File: src/hw/rtl/ssp_pkg.sv
package ssp_pkg;

	localparam int CELL_BITS = 12;
	localparam int CELLS     = 4096;
	localparam int CNT_W     = 13;
	localparam int WORD_BITS = 64;
	localparam int FILL_W    = 7;
	localparam int MIN_BITS  = 4;
	localparam int IDX_W     = 13;

	localparam logic [1:0] CMD_SET   = 2'd0;
	localparam logic [1:0] CMD_FETCH = 2'd1;
	localparam logic [1:0] CMD_CLEAR = 2'd2;

	localparam logic KIND_PAL  = 1'b0;
	localparam logic KIND_WORD = 1'b1;

	typedef enum logic [3:0] {
		ST_CLEAR,
		ST_IDLE,
		ST_BRD,
		ST_BGOT,
		ST_SRD,
		ST_SCMP,
		ST_BFIN,
		ST_PRD,
		ST_POUT,
		ST_WCHK,
		ST_WADD
	} state_t;

	typedef enum logic [1:0] {
		PH_IDLE,
		PH_PAL,
		PH_WORDS
	} phase_t;

endpackage

File: src/hw/rtl/ssp_pack.sv
module ssp_pack (
	input  logic [ssp_pkg::WORD_BITS-1:0] acc,
	input  logic [ssp_pkg::FILL_W-1:0]    fill,
	input  logic [ssp_pkg::CELL_BITS-1:0] v,
	input  logic [3:0]                    bits,
	output logic [ssp_pkg::WORD_BITS-1:0] acc_n,
	output logic [ssp_pkg::FILL_W-1:0]    fill_n,
	output logic [ssp_pkg::CELL_BITS-1:0] carry,
	output logic [3:0]                    carry_fill
);

	logic [ssp_pkg::FILL_W-1:0] room;

	always_comb begin
		room  = ssp_pkg::FILL_W'(ssp_pkg::WORD_BITS) - fill;
		// Bits of v above the room fall off the top of the shift.
		acc_n = acc | (ssp_pkg::WORD_BITS'(v) << fill[5:0]);
		if (ssp_pkg::FILL_W'(bits) <= room) begin
			fill_n     = fill + ssp_pkg::FILL_W'(bits);
			carry      = '0;
			carry_fill = '0;
		end else begin
			fill_n     = ssp_pkg::FILL_W'(ssp_pkg::WORD_BITS);
			carry      = v >> room[3:0];
			carry_fill = bits - room[3:0];
		end
	end

endmodule

File: config.mk
export PLATFORM = sky130hd
export DESIGN_NAME = ssp_pack
export DESIGN_NICKNAME = d
export VERILOG_FILES = /design/src/hw/rtl/ssp_pkg.sv /design/src/hw/rtl/ssp_pack.sv
export SDC_FILE = /design/constraint.sdc
export NUM_CORES = 1
export LEC_CHECK = 0
export ABC_CLOCK_PERIOD_IN_PS = 7100
export BUFFER_PORTS_ARGS = -buffer_cell sky130_fd_sc_hd__buf_2
export CORE_MARGIN = 2
export CORE_UTILIZATION = 31
export DETAILED_ROUTE_END_ITERATION = 8
export PLACE_DENSITY_LB_ADDON = 0.3
export SLEW_MARGIN = 40
export SYNTH_ARGS = -nofsm -noshare
export SYNTH_HDL_FRONTEND = slang
export SYNTH_SLANG_ARGS = --single-unit
File: constraint.sdc
create_clock -name vclk -period 7.1
set_input_delay 1.065 -clock vclk [all_inputs]
set_output_delay 1.065 -clock vclk [all_outputs]
set_load 0.05 [all_outputs]
# Yosys cells after proc, flatten, opt, wreduce, memory -nomap -nowiden
# Index checks and enable logic that the tools add are counted.
[classes] add_sub_neg=3 order_cmp=1 shifts=2 muxes=3 n_bitwise=1
[ops] op="$or A64 B64 Y64" count=1
[ops] op="$shl A12 B6 Y64" count=1
[ops] op="$mux W12" count=1
[ops] op="$shr A12 B4 Y12" count=1
[ops] op="$add A7 B4 Y7" count=1
[ops] op="$le A4 B7 Y1" count=1
[ops] op="$mux W7" count=1
[ops] op="$sub A7 B7 Y7 const A" count=1
[ops] op="$mux W4" count=1
[ops] op="$sub A4 B4 Y4" count=1
[totals] register_bits=0 inputBits=87 out_inout_bits=87

# Depth between registers and ports, before layout
# Gate-level depths: netlist (run 1).
[depth] depth_word=3 ltp_mapped=15 depth_no_buf=9

# Worst setup path before layout (run 1)
# OpenSTA, ideal clock, no wires.
[synth_path] kind="input to output" startpoint="input port fill[0] (netlist bit)" endpoint="output port carry[11] (netlist bit)" arrival_ns=5.014 required_ns=6.035 setup_slack_ns=1.021 cell_stages=14 cell_sequence="buf_6 -> buf_6 -> buf_6 -> buf_2 -> inv_1 -> ha_1 -> clkbuf_1 -> inv_1 -> ha_1 -> nor2b_1 -> o22ai_1 -> nand3_1 -> nand3_4 -> nor4_1"
[synth_via] elab_chain_len=3 elab_cells_between_ends=4 cone_classes="1 x add/sub; 1 x order compare; 1 x shift; 1 x mux"
[synth_rtl] element="start, declared" line_no="ssp_pack.sv:3" text="input logic [ssp_pkg::FILL_W-1:0] fill,"
[synth_rtl] element="$sub A7 B7 Y7 (*)" line_no="ssp_pack.sv:15" text="room = ssp_pkg::FILL_W'(ssp_pkg::WORD_BITS) - fill;"
[synth_rtl] element="$le A4 B7 Y1 or $shr A12 B4 Y12 (tied branches)" line_no="ssp_pack.sv:18, ssp_pack.sv:24"
[synth_rtl] element="$mux W12 (*)" line_no="ssp_pack.sv:18" text="if (ssp_pkg::FILL_W'(bits) <= room) begin"
[synth_rtl] element="end, declared" line_no="ssp_pack.sv:8" text="output logic [ssp_pkg::CELL_BITS-1:0] carry,"
# Every way passes the cells marked *; elsewhere a longest branch is shown, timed or not.

# Worst setup path in the final report (run 1)
[layout_path] startpoint="input port fill[0] (netlist bit)" endpoint="output port carry[8] (netlist bit)"
# Same word-level chain as after synthesis.

==> flow_metrics.env, run 1 <==
export IMPL_status="complete, no violations"
export IMPL_area_growth_syn_to_layout_pct=36.2
export IMPL_timing_max_transition_violations_final=0
export IMPL_maxCapViolCount=0
export IMPL_gp_congestion=0.876
export IMPL_synthesis_area_um2=2420
export IMPL_global_route_wire_length_before_repair_um=15800
export IMPL_finalWorstPathRequiredPeriod_ps=5500
export IMPL_grt_start_max_net_pins=36
export IMPL_remaining_drc_errors=0
export IMPL_drt_iter0_drc=308
export IMPL_fill_cells=837
export IMPL_final_common_cell="sky130_fd_sc_hd__buf_2"
export IMPL_layout_setup_ws_ps=1600
export IMPL_vias_in_the_first_global_route=3184
export IMPL_cp_required_ps=6030
export IMPL_crit_fanout=35
export IMPL_initial_core_util_pct=31.7
export IMPL_setup_viol_count_final=0
export IMPL_synth_warning_count=0
export IMPL_firstDrtPassIters=5
export IMPL_design_seq_count=0
export IMPL_crit_path_class="primary input to primary output"
export IMPL_finalHoldViolCount=0
export IMPL_hold_buffers=0
export IMPL_max_slew_margin_pct=46.4
export IMPL_timing_hold_worst_class="primary input to primary output"
export IMPL_synth_seq_area_share_pct=0
export IMPL_setup_repair_after_global_routing_missed_its_margin="no"
export IMPL_top_ports=174
export IMPL_num_rows=32
export IMPL_holdPathStages=3
export IMPL_multi_input_comb_area_um2=2260
export IMPL_place_hpwl_um=8340
export IMPL_post_layout_nonfiller_instances=596
export IMPL_fin_nets=592
export IMPL_worst_slew_pin_transition_ps=804
export IMPL_ratio_of_final_minimum_period_to_clock_period_pct=77.5
export IMPL_core_um2=7650
export IMPL_mappedNetlistNets=439
export IMPL_fmax_mhz=182
export IMPL_synthDistinctLibCells=53
export IMPL_fin_tns_setup_ps=0
export IMPL_end_kind="primary output"
export IMPL_grt_overflow=0
export IMPL_die_area_um2=8540
export IMPL_die_y_um=92.4
export IMPL_post_route_cells_drive_above_1_share_pct=40.9
export IMPL_seqCellArea_um2=0
export IMPL_n_diodes=0
export IMPL_synthCells=343
export IMPL_ant_nets=0
export IMPL_peak_ir_drop_on_the_vdd_network_mv=0.105
export IMPL_syn_area_per_cell_um2=7.07
export IMPL_wirelength_um=10100
export IMPL_post_drt_wl_per_cell_um=17.0
export IMPL_groute_usage_overall_pct=22.4
export IMPL_antenna_found_initial=0
export IMPL_cp_data_arrival_time_ps=4440
export IMPL_power_leakage_nw=1.65
export IMPL_routed_via_density=5.63
export IMPL_route_vias_total=3354
export IMPL_layout_common_cells="sky130_fd_sc_hd__buf_2, sky130_fd_sc_hd__nor2_1, sky130_fd_sc_hd__a21oi_1"
export IMPL_cts_resized=0
export IMPL_place_detailed_instances=596
export IMPL_post_cts_repair_setup_buffers=0
export IMPL_setup_worst_path_start_class="primary input"
export IMPL_die_x_um=92.4
export IMPL_io_buffer_count=174
export IMPL_power_per_cell_area_nw_per_um2=110
export IMPL_dp_slack_ps=1540
export IMPL_clockBufferCount=0
==> layout make-up <==
cell class,instances,area share [%]
Multi-Input combinational cell,310,68.6
Timing Repair Buffer,174,26.4
Tap cell,102,3.87
Inverter,10,1.14
==> where the power goes <==
part / internal, mW / switching (mW) / leakage, nW / total (mW)
combinational: 0.109 / 0.254 / 1.65 / 0.363
sequential: 0 / 0 / 0 / 0
clock: 0 / 0 / 0 / 0
total: 0.109 / 0.254 / 1.65 / 0.363
==> synthesized netlist by cell type (4+ instances only) <==
cell type	number	share of area (%)
sky130_fd_sc_hd__ha_1	7	3.6
sky130_fd_sc_hd__o22ai_1	9	2.3
sky130_fd_sc_hd__o21ai_0	14	2.9
sky130_fd_sc_hd__a221o_1	18	7.4
sky130_fd_sc_hd__o21bai_1	16	5.0
sky130_fd_sc_hd__nand3_1	14	2.9
sky130_fd_sc_hd__nor2_1	41	6.4
sky130_fd_sc_hd__buf_6	5	2.3
sky130_fd_sc_hd__nand2_1	26	4.0
sky130_fd_sc_hd__mux2i_1	18	7.4
sky130_fd_sc_hd__mux2_2	8	3.7
sky130_fd_sc_hd__mux4_2	9	8.4
sky130_fd_sc_hd__a31oi_1	4	1.0
sky130_fd_sc_hd__xor2_1	4	1.4
sky130_fd_sc_hd__buf_2	4	0.83
sky130_fd_sc_hd__nand4_1	4	1.0
sky130_fd_sc_hd__xnor2_1	5	1.8
sky130_fd_sc_hd__a21o_1	25	7.7
sky130_fd_sc_hd__clkbuf_1	14	2.2
sky130_fd_sc_hd__inv_1	8	1.2
sky130_fd_sc_hd__a21oi_1	28	5.8
sky130_fd_sc_hd__or3_1	4	1.0
sky130_fd_sc_hd__nor3_1	5	1.0
sky130_fd_sc_hd__and2_1	5	1.3
==> metal layers <==
| metal | wire (µm) | track usage (%) | vias to the layer above |
|---|---|---|---|
| li1 | - | - | 1623 |
| met1 | 4130 | 29.1 | 1555 |
| met2 | 5090 | 40.5 | 168 |
| met3 | 782 | 2.28 | 8 |
| met4 | 110 | 3.36 | 0 |
| met5 | 0 | 0 | - |
==> worst paths after layout <==
kind / slack, ps / from / endpoint
setup / recovery: 1600 / fill[0] / carry[8]
hold / removal: 2520 / acc[21] / acc_n[21]
==> cell families (layout without fill, tap and decap cells) <==
| logic type | after synthesis | in the layout | share of synthesized area (%) |
|---|---|---|---|
| compound gates | 134 | 134 | 38.7 |
| xor+xnor | 10 | 10 | 3.92 |
| fa+ha+maj | 9 | 9 | 5.27 |
| buf+inv | 33 | 184 | 6.87 |
| mux | 35 | 35 | 19.5 |
| simple gates | 122 | 122 | 25.8 |
==> worst max-delay path, stage by stage <==
cell and delay, ps:
sky130_fd_sc_hd__buf_2 610, sky130_fd_sc_hd__inv_1 260, sky130_fd_sc_hd__ha_1 700, sky130_fd_sc_hd__inv_1 140, sky130_fd_sc_hd__ha_1 320, sky130_fd_sc_hd__nor2b_1 140, sky130_fd_sc_hd__o22ai_1 100, sky130_fd_sc_hd__nand3_1 310
sky130_fd_sc_hd__nand3_4 220, sky130_fd_sc_hd__nor4_1 260, sky130_fd_sc_hd__buf_2 300
==> through the flow <==
step           util [%]  total power [mW]  cell area [µm²]  hold slack [ps]
2_1_floorplan         -             0.269             2420             2420
3_3_place_gp       43.1             0.358             3290             2520
3_5_place_dp       43.1             0.361             3290             2520
4_1_cts            43.1             0.362             3290             2520
5_1_grt            43.2             0.387             3300             2530
6_report           43.2             0.363             3300             2520
Note: power is estimated with default switching activity, not from simulation.
==> run 2, diff against run 1 <==
--- a/config.mk
+++ b/config.mk
@@ -5,7 +5,8 @@
 export SDC_FILE = /design/constraint.sdc
 export NUM_CORES = 1
 export LEC_CHECK = 0
-export ABC_CLOCK_PERIOD_IN_PS = 7100
+export ABC_AREA = 1
+export ABC_CLOCK_PERIOD_IN_PS = 4750
 export BUFFER_PORTS_ARGS = -buffer_cell sky130_fd_sc_hd__buf_2
 export CORE_MARGIN = 2
 export CORE_UTILIZATION = 31
==> constraint.sdc (replaced) <==
create_clock -name vclk -period 4.75
set_input_delay 0.7125 -clock vclk [all_inputs]
set_output_delay 0.7125 -clock vclk [all_outputs]
set_load 0.05 [all_outputs]
==> run 2 against run 1 <==
Worst hold slack lost 720 ps. Synthesized cell count grew 55%. Critical path depth is the same. Critical path type unchanged. Critical endpoint is now fill_n[2]. Largest cell class unchanged.
==> flow_metrics.env, run 2 <==
export IMPL_route_vias_total=3817
export IMPL_path_common_cell="sky130_fd_sc_hd__inv_1"
export IMPL_cpPeakStageDelay_ps=550
export IMPL_worst_slew_pin_transition_ps=623
export IMPL_power_leakage_nw=2.12
export IMPL_detail_route_wirelength_met1_um=4770
export IMPL_multi_input_comb_area_um2=2140
export IMPL_synthDominantCellAreaShare_pct=28.2
export IMPL_end_kind="primary output"
export IMPL_timing_max_transition_violations_final=0
export IMPL_critical_path_cell_chain="buf_2 -> inv_1 -> ha_1 -> inv_1 -> ha_1 -> o21ai_0 -> nand3_1 -> nand2_2 -> nand2_1 -> inv_1 -> buf_2"
export IMPL_crit_fanout=19
export IMPL_setup_worst_path_start_class="primary input"
export IMPL_final_common_cell="sky130_fd_sc_hd__nand2_1"
export IMPL_core_um2=8090
export IMPL_seqCellArea_um2=0
export IMPL_gp_congestion=0.849
export IMPL_max_slew_margin_pct=58.4
export IMPL_hold_buffers=0
export IMPL_top_ports=174
export IMPL_finalHoldViolCount=0
export IMPL_layout_common_cells="sky130_fd_sc_hd__nand2_1, sky130_fd_sc_hd__buf_2, sky130_fd_sc_hd__nand3_1"
export IMPL_design_seq_count=0
export IMPL_worstPathBufferInverterCount=5
export IMPL_antenna_found_initial=0
export IMPL_yosys_top_cells_area="sky130_fd_sc_hd__nand2_1, sky130_fd_sc_hd__nand3_1, sky130_fd_sc_hd__inv_1"
export IMPL_critical_path_slowest_cell="sky130_fd_sc_hd__ha_1"
export IMPL_cp_required_ps=4040
export IMPL_post_route_cells_drive_above_1_share_pct=28.5
export IMPL_groute_usage_overall_pct=21.1
export IMPL_top_signal_layer_used="met4"
export IMPL_dr_wl_met3_um=530
export IMPL_area_growth_syn_to_layout_pct=34.1
export IMPL_yosys_area_share_simple_pct=60.7
export IMPL_leading_cell_types_by_count_after_synthesis="sky130_fd_sc_hd__nand2_1, sky130_fd_sc_hd__nand3_1, sky130_fd_sc_hd__inv_1"
export IMPL_wirelength_um=10100
export IMPL_drt_iter0_drc=193
export IMPL_synth_xor_area_share_pct=1.72
export IMPL_grt_overflow=0
export IMPL_fmax_mhz=250
export IMPL_synth_top_family_by_area="simple AND/OR/NAND/NOR gates"
export IMPL_ant_nets=0
export IMPL_setup_viol_count_final=0
export IMPL_fill_cells=964
export IMPL_vias_in_the_first_global_route=3329
export IMPL_synth_warning_count=0
export IMPL_place_hpwl_um=8420
export IMPL_firstDrtPassIters=5
export IMPL_fin_tns_setup_ps=0
export IMPL_remaining_drc_errors=0
export IMPL_met2RoutedLength_um=4700
export IMPL_setup_repair_after_global_routing_missed_its_margin="no"
export IMPL_clockBufferCount=0
export IMPL_fin_hold_ws_ps=1800
export IMPL_synth_largest_area_cell="sky130_fd_sc_hd__nand2_1"
export IMPL_power_per_cell_area_nw_per_um2=155
export IMPL_status="complete, no violations"
export IMPL_maxCapViolCount=0
export IMPL_die_area_um2=8930
export IMPL_synth_mux_area_share_pct=0.394
export IMPL_io_buffer_count=174
export IMPL_synth_seq_area_share_pct=0
export IMPL_post_drt_wl_per_cell_um=12.9
export IMPL_die_x_um=94.5
export IMPL_synth_adder_area_share_pct=5.02
export IMPL_post_cts_repair_setup_buffers=0
export IMPL_fin_nets=775
export IMPL_finalWorstPathRequiredPeriod_ps=3990
export IMPL_synth_most_common_cell="sky130_fd_sc_hd__nand2_1"
export IMPL_synthesis_area_um2=2540
export IMPL_n_diodes=0
export IMPL_synth_compound_area_share_pct=16.6
export IMPL_cts_resized=0
export IMPL_ratio_of_final_minimum_period_to_clock_period_pct=84.1
export IMPL_synthDistinctLibCells=30
export IMPL_routed_via_density=4.88
export IMPL_synthCells=531
export IMPL_syn_area_per_cell_um2=4.78
export IMPL_mappedNetlistNets=627
export IMPL_crit_path_class="primary input to primary output"
export IMPL_timing_hold_worst_class="primary input to primary output"
export IMPL_grt_start_max_net_pins=38
export IMPL_initial_core_util_pct=31.4
export IMPL_cp_data_arrival_time_ps=3280
export IMPL_peak_ir_drop_on_the_vdd_network_mv=0.0710
export IMPL_global_route_wire_length_before_repair_um=15600
export IMPL_path_delay_family="buffers and inverters"
export IMPL_die_y_um=94.5
export IMPL_num_rows=33
run 2: cell types whose count changed after synthesis, sizes merged, moves of 9 or more:
cell / delta
mux2i: -17
mux4: -9
a221o: -18
buf: +13
a21o: -18
o22ai: -9
inv: +54
nand3: +90
a21oi: -21
nand2: +168
run 2: per-layer routing:
layer	vias to the layer above	GRT usage (%)
met2	126	35.4
met3	8	1.28
met4	0	2.29
li1	2010	-
met1	1673	30.7
met5	-	0
run 2: path summary, 6_finish.rpt:
kind / slack [ps] / startpoint / end / depth (start not counted)
max: 760 / fill[1] / fill_n[2] / 11
min: 1800 / acc[36] / acc_n[36] / 4
run 2: report_power, final:
group          switching [mW]  total, mW  internal [mW]
Clock                       0          0              0
Sequential                  0          0              0
Combinational           0.386      0.526          0.141
run 2: logic make-up after synthesis:
kind of cell | count (synthesis)
buffers and inverters | 94
and+or+nand+nor | 355
muxes | 1
adders and majority gates | 9
AOI/OAI and AO/OA | 67
xor gates and xnor gates | 5
run 2: worst min-delay path, stage by stage:
cell and delay, ps:
sky130_fd_sc_hd__buf_2 90, sky130_fd_sc_hd__inv_1 40, sky130_fd_sc_hd__nand2_1 40, sky130_fd_sc_hd__buf_2 200
run 2: cell type report:
type / instances / area share (%)
inverter: 63 / 6.94
tap: 105 / 3.86
multi-input combinational: 437 / 63.0
timing repair buffer: 177 / 26.2
run 2: per-stage QoR:
| stage | total power, mW | util (%) | std cells | setup slack (ps) | instance area, µm² |
|---|---|---|---|---|---|
| after global routing | 0.575 | 42.1 | 782 | 474 | 3410 |
| final | 0.526 | 42.1 | 782 | 757 | 3410 |
| after global placement | 0.524 | 42.1 | 782 | 830 | 3410 |
| after CTS | 0.528 | 42.1 | 782 | 742 | 3410 |
| after floorplan | 0.395 | - | 531 | 830 | 2540 |
| after detailed placement | 0.526 | 42.1 | 782 | 757 | 3410 |
==> run 3, diff against run 2 <==
--- a/config.mk
+++ b/config.mk
@@ -5,8 +5,8 @@
 export SDC_FILE = /design/constraint.sdc
 export NUM_CORES = 1
 export LEC_CHECK = 0
-export ABC_AREA = 1
-export ABC_CLOCK_PERIOD_IN_PS = 4750
+export ABC_AREA = 0
+export ABC_CLOCK_PERIOD_IN_PS = 3200
 export BUFFER_PORTS_ARGS = -buffer_cell sky130_fd_sc_hd__buf_2
 export CORE_MARGIN = 2
 export CORE_UTILIZATION = 31
==> constraint.sdc (replaced) <==
create_clock -name vclk -period 3.2
set_input_delay 0.48 -clock vclk [all_inputs]
set_output_delay 0.48 -clock vclk [all_outputs]
set_load 0.05 [all_outputs]
==> run 3 against run 2 <==
Largest cell class unchanged. Cell count decreased by 21%. Largest power group unchanged. Power increased by 69%. Via count decreased by 9.8%. Clock-buffer cell count unchanged. Critical endpoint is now acc_n[24].
==> flow_metrics.env, run 3 (synthesis results as in run 1) <==
export IMPL_gp_congestion=0.915
export IMPL_setup_repair_after_global_routing_missed_its_margin="no"
export IMPL_groute_usage_overall_pct=23.2
export IMPL_initial_core_util_pct=31.7
export IMPL_cpPeakStageDelay_ps=360
export IMPL_num_rows=32
export IMPL_routed_via_density=5.57
export IMPL_timing_max_transition_violations_final=0
export IMPL_route_vias_total=3443
export IMPL_die_x_um=92.4
export IMPL_global_route_wire_length_before_repair_um=16500
export IMPL_end_kind="primary output"
export IMPL_fin_hold_ws_ps=1350
export IMPL_setup_worst_path_start_class="primary input"
export IMPL_post_drt_wl_per_cell_um=16.9
export IMPL_drt_iter0_drc=114
export IMPL_dr_wl_met3_um=597
export IMPL_clockBufferCount=0
export IMPL_crit_path_class="primary input to primary output"
export IMPL_power_leakage_nw=1.79
export IMPL_detail_route_wirelength_met1_um=4410
export IMPL_seqCellArea_um2=0
export IMPL_path_common_cell="sky130_fd_sc_hd__buf_2"
export IMPL_core_um2=7650
export IMPL_worst_slew_pin_transition_ps=581
export IMPL_critical_path_slowest_cell="sky130_fd_sc_hd__a221oi_1"
export IMPL_grt_start_max_net_pins=34
export IMPL_antenna_found_initial=0
export IMPL_die_area_um2=8540
export IMPL_vias_in_the_first_global_route=3359
export IMPL_setup_viol_count_final=0
export IMPL_finalHoldViolCount=0
export IMPL_layout_common_cells="sky130_fd_sc_hd__buf_2, sky130_fd_sc_hd__nor2_1, sky130_fd_sc_hd__nand2_1, sky130_fd_sc_hd__a21o_1, sky130_fd_sc_hd__a21oi_1"
export IMPL_cp_data_arrival_time_ps=2540
export IMPL_critical_path_cell_chain="buf_2 -> buf_4 -> nand2b_1 -> o22ai_1 -> a221oi_1 -> mux2i_1 -> o21ai_1 -> buf_2"
export IMPL_ant_nets=0
export IMPL_final_common_cell="sky130_fd_sc_hd__buf_2"
export IMPL_post_route_cells_drive_above_1_share_pct=48.4
export IMPL_area_growth_syn_to_layout_pct=53.9
export IMPL_met2RoutedLength_um=5320
export IMPL_max_slew_margin_pct=61.1
export IMPL_design_seq_count=0
export IMPL_grt_overflow=0
export IMPL_maxCapViolCount=0
export IMPL_hold_buffers=0
export IMPL_peak_ir_drop_on_the_vdd_network_mv=0.193
export IMPL_status="complete, no violations"
export IMPL_die_y_um=92.4
export IMPL_crit_fanout=20
export IMPL_post_route_util_pct=48.8
export IMPL_wirelength_um=10500
export IMPL_io_buffer_count=174
export IMPL_top_ports=174
export IMPL_cp_required_ps=2720
export IMPL_ratio_of_final_minimum_period_to_clock_period_pct=94.5
export IMPL_timing_hold_worst_class="primary input to primary output"
export IMPL_fin_nets=614
export IMPL_fmax_mhz=331
export IMPL_firstDrtPassIters=4
export IMPL_top_signal_layer_used="met4"
export IMPL_n_diodes=0
export IMPL_place_hpwl_um=8780
export IMPL_remaining_drc_errors=0
export IMPL_power_per_cell_area_nw_per_um2=238
export IMPL_finalWorstPathRequiredPeriod_ps=3020
export IMPL_finalPower_mw=0.889
[run 3: cell types whose count changed in the layout (fill, tap and decap cells not counted), sizes merged, moves of 7 or more]
| cell | previous run | this run |
|---|---|---|
| nand2 | 194 | 26 |
| o21bai | 23 | 16 |
| mux2 | 0 | 8 |
| a21oi | 7 | 28 |
| mux2i | 1 | 18 |
| o22ai | 0 | 9 |
| buf | 177 | 194 |
| a221o | 0 | 18 |
| inv | 62 | 8 |
| mux4 | 0 | 9 |
| a21o | 7 | 25 |
| nand3 | 105 | 15 |
[run 3: metal layers]
metal | track usage [%] | vias up
met5 | 0 | -
met4 | 3.86 | 0
met3 | 1.38 | 14
met2 | 43.9 | 144
met1 | 29.3 | 1615
li1 | - | 1670
[run 3: power by group]
group	switching (mW)	total, mW	internal [mW]
Sequential	0	0	0
Combinational	0.604	0.889	0.285
Clock	0	0	0
[run 3: final cells by class]
cell class,instances,area [µm²]
fillers,774,3920
multi-input cells,310,2490
repair buffers,196,1070
well taps,102,128
inverters,10,45.0
[run 3: worst max-delay path: cells and delay by family]
family          cells  cell delay (ps)
simple gates        1              300
mux                 1              230
buf+inv             3              770
compound gates      3              750
[run 3: worst paths after layout]
path,slack [ps],to,startpoint,depth (start not counted)
hold / removal,1350,acc_n[49],acc[49],3
setup / recovery,180,acc_n[24],fill[1],8
[run 3: metrics by stage]
stage                     setup slack [ps]  cells  TNS (ps)  cell area (µm²)
after floorplan                       -257    343     -2640             2700
after global placement                 200    616         0             3710
after detailed placement               134    616         0             3710
after CTS                              123    616         0             3710
after global routing                  9.11    618         0             3730
final                                  176    618         0             3730
[run 3: what timing repair did]
action	in CTS	in global routing
endpoints found under the hold margin	0	0
setup endpoints to repair	0	5
setup buffers	0	2
gates resized for setup	0	3
